**src/design/imhvq_order_cmp.sv**
```systemverilog
// ----------------------------------------------------------------------------
// imhvq_order_cmp
// heap order compare: lower key first, lower unit id on equal keys
// ----------------------------------------------------------------------------
module imhvq_order_cmp #(
    parameter int UNIT_BITS = 8,
    parameter int KEY_BITS  = 16
) (
    input  logic [UNIT_BITS-1:0] a_id,
    input  logic [KEY_BITS-1:0]  a_key,
    input  logic [UNIT_BITS-1:0] b_id,
    input  logic [KEY_BITS-1:0]  b_key,
    output logic                 a_first
);

    logic key_lt;
    logic key_eq;
    logic id_lt;

    assign key_lt  = a_key < b_key;
    assign key_eq  = a_key == b_key;
    assign id_lt   = a_id < b_id;
    assign a_first = key_lt || (key_eq && id_lt);

endmodule

```
**config.mk**
```make
export PLATFORM = sky130hd
export DESIGN_NAME = imhvq_order_cmp
export DESIGN_NICKNAME = d
export VERILOG_FILES = /design/src/design/imhvq_order_cmp.sv
export SDC_FILE = /design/constraint.sdc
export NUM_CORES = 1
export LEC_CHECK = 0
export BUFFER_PORTS_ARGS = -buffer_cell sky130_fd_sc_hd__buf_2
export CAP_MARGIN = 20
export CORE_MARGIN = 2
export CORE_UTILIZATION = 41
export DETAILED_ROUTE_END_ITERATION = 10
export MAX_ROUTING_LAYER = met4
export PLACE_DENSITY = 0.93
export SYNTH_ARGS = -nofsm -noshare
export SYNTH_HDL_FRONTEND = slang
export SYNTH_SLANG_ARGS = --single-unit
export TNS_END_PERCENT = 100
```
**constraint.sdc**
```tcl
create_clock -name vclk -period 2.1
set_input_delay 0.315 -clock vclk [all_inputs]
set_output_delay 0.315 -clock vclk [all_outputs]
set_load 0.01 [all_outputs]
```
Yosys cells after proc, flatten, opt, wreduce, memory -nomap -nowiden
Cells that the tools add are included.
{ "op_classes": {"n_lt_le_gt_ge": 2, "n_eq_ne": 1, "n_reduce_logical": 2} }
{ "op_table": {"columns": ["operator", "n"], "rows": [
  ["$eq 16x16->1", 1],
  ["$lt 16x16->1", 1],
  ["$lt 8x8->1", 1],
  ["$logic_and 1x1->1", 1],
  ["$logic_or 1x1->1", 1]
]} }
{ "totals": {"regBits": 0, "input_bits": 48, "out_inout_bits": 1, "word_cells": 5} }

Logic depth before layout (Yosys ltp)
{ "logic_depth": {"ltp_word": 3, "mapped_depth": 7, "ltp_nobuf": 7} }

Worst setup path before layout
Ideal clock, no wire load.
{ "synth_path": {"kind": "input to output", "start": "input port b_key[14]", "end": "output port a_first", "required_time_ns": 1.785, "path_buffers": 0, "arrival_ns": 1.405, "setup_slack_ns": 0.380, "stages": 7, "path_cell_list": "inv_1 ha_1 nand4_2 nor3_2 a21boi_2 nor4b_1 a41o_1"} }
{ "synth_between": {"elab_chain_len": 3, "word_cells_on_any_way": 4, "classes_between": "order compare: 1; eq/ne: 1; reduce/logical: 2"} }
{ "synth_lines": {"columns": ["element", "line_no", "source"], "rows": [
  ["from (decl)", "12", "input logic [KEY_BITS-1:0] b_key,"],
  ["branches (longest 2 deep; another with $lt 16x16->1)", null, null],
  ["$logic_or 1x1->1 *", "23", "assign a_first = key_lt || (key_eq && id_lt);"],
  ["to (decl)", "13", "output logic a_first"]
]} }
Mark *: on every way between the ends.

Worst setup path after layout
Ends and elaborated chain as after synthesis.

==> flow_metrics.tcl <==
set metrics [dict create \
    slew_headroom_pct 82.8 \
    syn_nets 150 \
    synth.distinct_cells 20 \
    io_buffers 49 \
    outcome "finished, final reports clean" \
    antenna_found_initial 0 \
    synth_area_leaders "ha_1, inv_1, a21oi_1" \
    routedWlPerCell_um 9.18 \
    synth_area_um2 592 \
    core_area_um2 1320 \
    ys_seq_area_share_pct 0 \
    rows 13 \
    seq_area_um2 0 \
    whs_ns 1.25 \
    antenna_cells 0 \
    powerDensity_nw_per_um2 165 \
    worst_ep_arrival_time_ns 1.66 \
    syn-instance-count 79 \
    fin_util_pct 65.0 \
    rsz0062_at_grt "false" \
    hpwl_um 1310 \
    grt_pass1_wl_um 2170 \
    drive_gt1_share_pct 40.6 \
    synth_common_cells "ha_1, inv_1, a21oi_1" \
    area_growth_syn_to_layout_pct 44.6 \
    synth_area_leader_cell "ha_1" \
    worstHoldEndpoint "a_first" \
    grt_pass1_vias 630 \
    drt-initial-drc-count 2 \
    fin_tns_setup_ns 0 \
    period_needed_ns 1.97 \
    fill_cells 132 \
    final_hold_viol_count 0 \
    postCtsSetupBuffers 0 \
    grt_max_degree 4 \
    required_ns 1.78 \
    fin_nets 201 \
    peakVddDrop_uv 90.0 \
    yosys_warnings 0 \
    setup_viol 0 \
    cts_hold_buf 0 \
    hold_depth 5 \
    worst_pin_slew_ns 0.254 \
    cp_max_fo 3 \
    drc 0 \
    io_pins 49 \
    grt.total_usage_pct 15.0 \
    multiInputGateArea_um2 505 \
    final_max_slew_viol_count 0 \
    via_per_inst 5.06 \
    hp-start "a_id[7]" \
    initial_core_util_pct 44.9 \
    die_area_um2 1760 \
    endpoint_kind "primary output" \
    startpoint_type "input port" \
    die_x_um 42.0 \
    finalCritPeriodShare_pct 93.9 \
    max_freq_ghz 0.507 \
    die_y_um 42.0 \
    power_leakage_nw 0.573 \
    routed_wl_um 1310 \
    seq_cell_count 0 \
    place.gp.congestion 0.690 \
    vias 723 \
    cts_resized 0 \
    post_synth.cell_area_avg_um2 7.49 \
    setup.worst_path.class "in -> out" \
    hold_path_class "in -> out" \
    ant_nets 0 \
    grt_overflow 0 \
    clock_buffers 0 \
    cap_viol_max_count 0 \
    dr.pass1.iters 4 \
    synth_top_area_share_pct 48.6 \
]
[report_power, final]
part,switching (mW),internal (mW)
clock,0,0
sequential,0,0
combinational,0.0624,0.0789
[cells by family after synthesis]
group / count (synthesis) / synth area share [%]
compound gates: 16 / 18.0
buf+inv: 23 / 14.6
fa+ha+maj: 23 / 48.6
simple gates: 17 / 18.8
[worst max path at each step]
stage,cells past startpoint,from,end
after floorplan,7,b_key[14],a_first
after global placement,9,b_key[14],a_first
after detailed placement,9,b_key[14],a_first
after CTS,9,b_key[14],a_first
after global routing,9,b_key[14],a_first
final,9,b_key[14],a_first
[per-layer routing]
metal  vias to the layer above  part of all wire, %  routed length, um  GRT usage [%]
met1                       313                   38                503           15.4
met4                         0                    0                  0              0
met5                         -                    0                  0              -
met2                        35                   53                699           32.5
li1                        375                    -                  -              -
met3                         0                  8.4                110          0.431
[metrics by stage]
step / setup slack [ns] / area, um^2 / std cells / total power [mW]
global placement: 0.164 / 856 / 143 / 0.135
CTS: 0.112 / 856 / 143 / 0.144
floorplan: 0.380 / 592 / 79 / 0.0792
detailed placement: 0.121 / 856 / 143 / 0.143
finish: 0.128 / 856 / 143 / 0.141
global route: 0.0292 / 856 / 143 / 0.162
[layout make-up]
class                      count  area share, %
tap                           15           2.19
multi-input combinational     56           59.1
inverter                      23           10.1
timing repair buffer          49           28.7
[cells in the final DEF (no fill, tap or decap), types with 2 or more instances in the layout]
master     n
a211oi_1   2
a21o_1     3
a21oi_1    7
buf_2     49
ha_1      23
inv_1     23
nand2_1    2
nand3_1    3
nand4_1    3
nor2b_1    2
[critical path, stage by stage]
cell and delay (ns):
buf_2 0.08, inv_1 0.03, ha_1 0.31, nand4_2 0.15
nor3_2 0.21, a21boi_2 0.17, nor4b_1 0.05, a41o_1 0.20
buf_2 0.14
(Power assumes the default switching activity.)
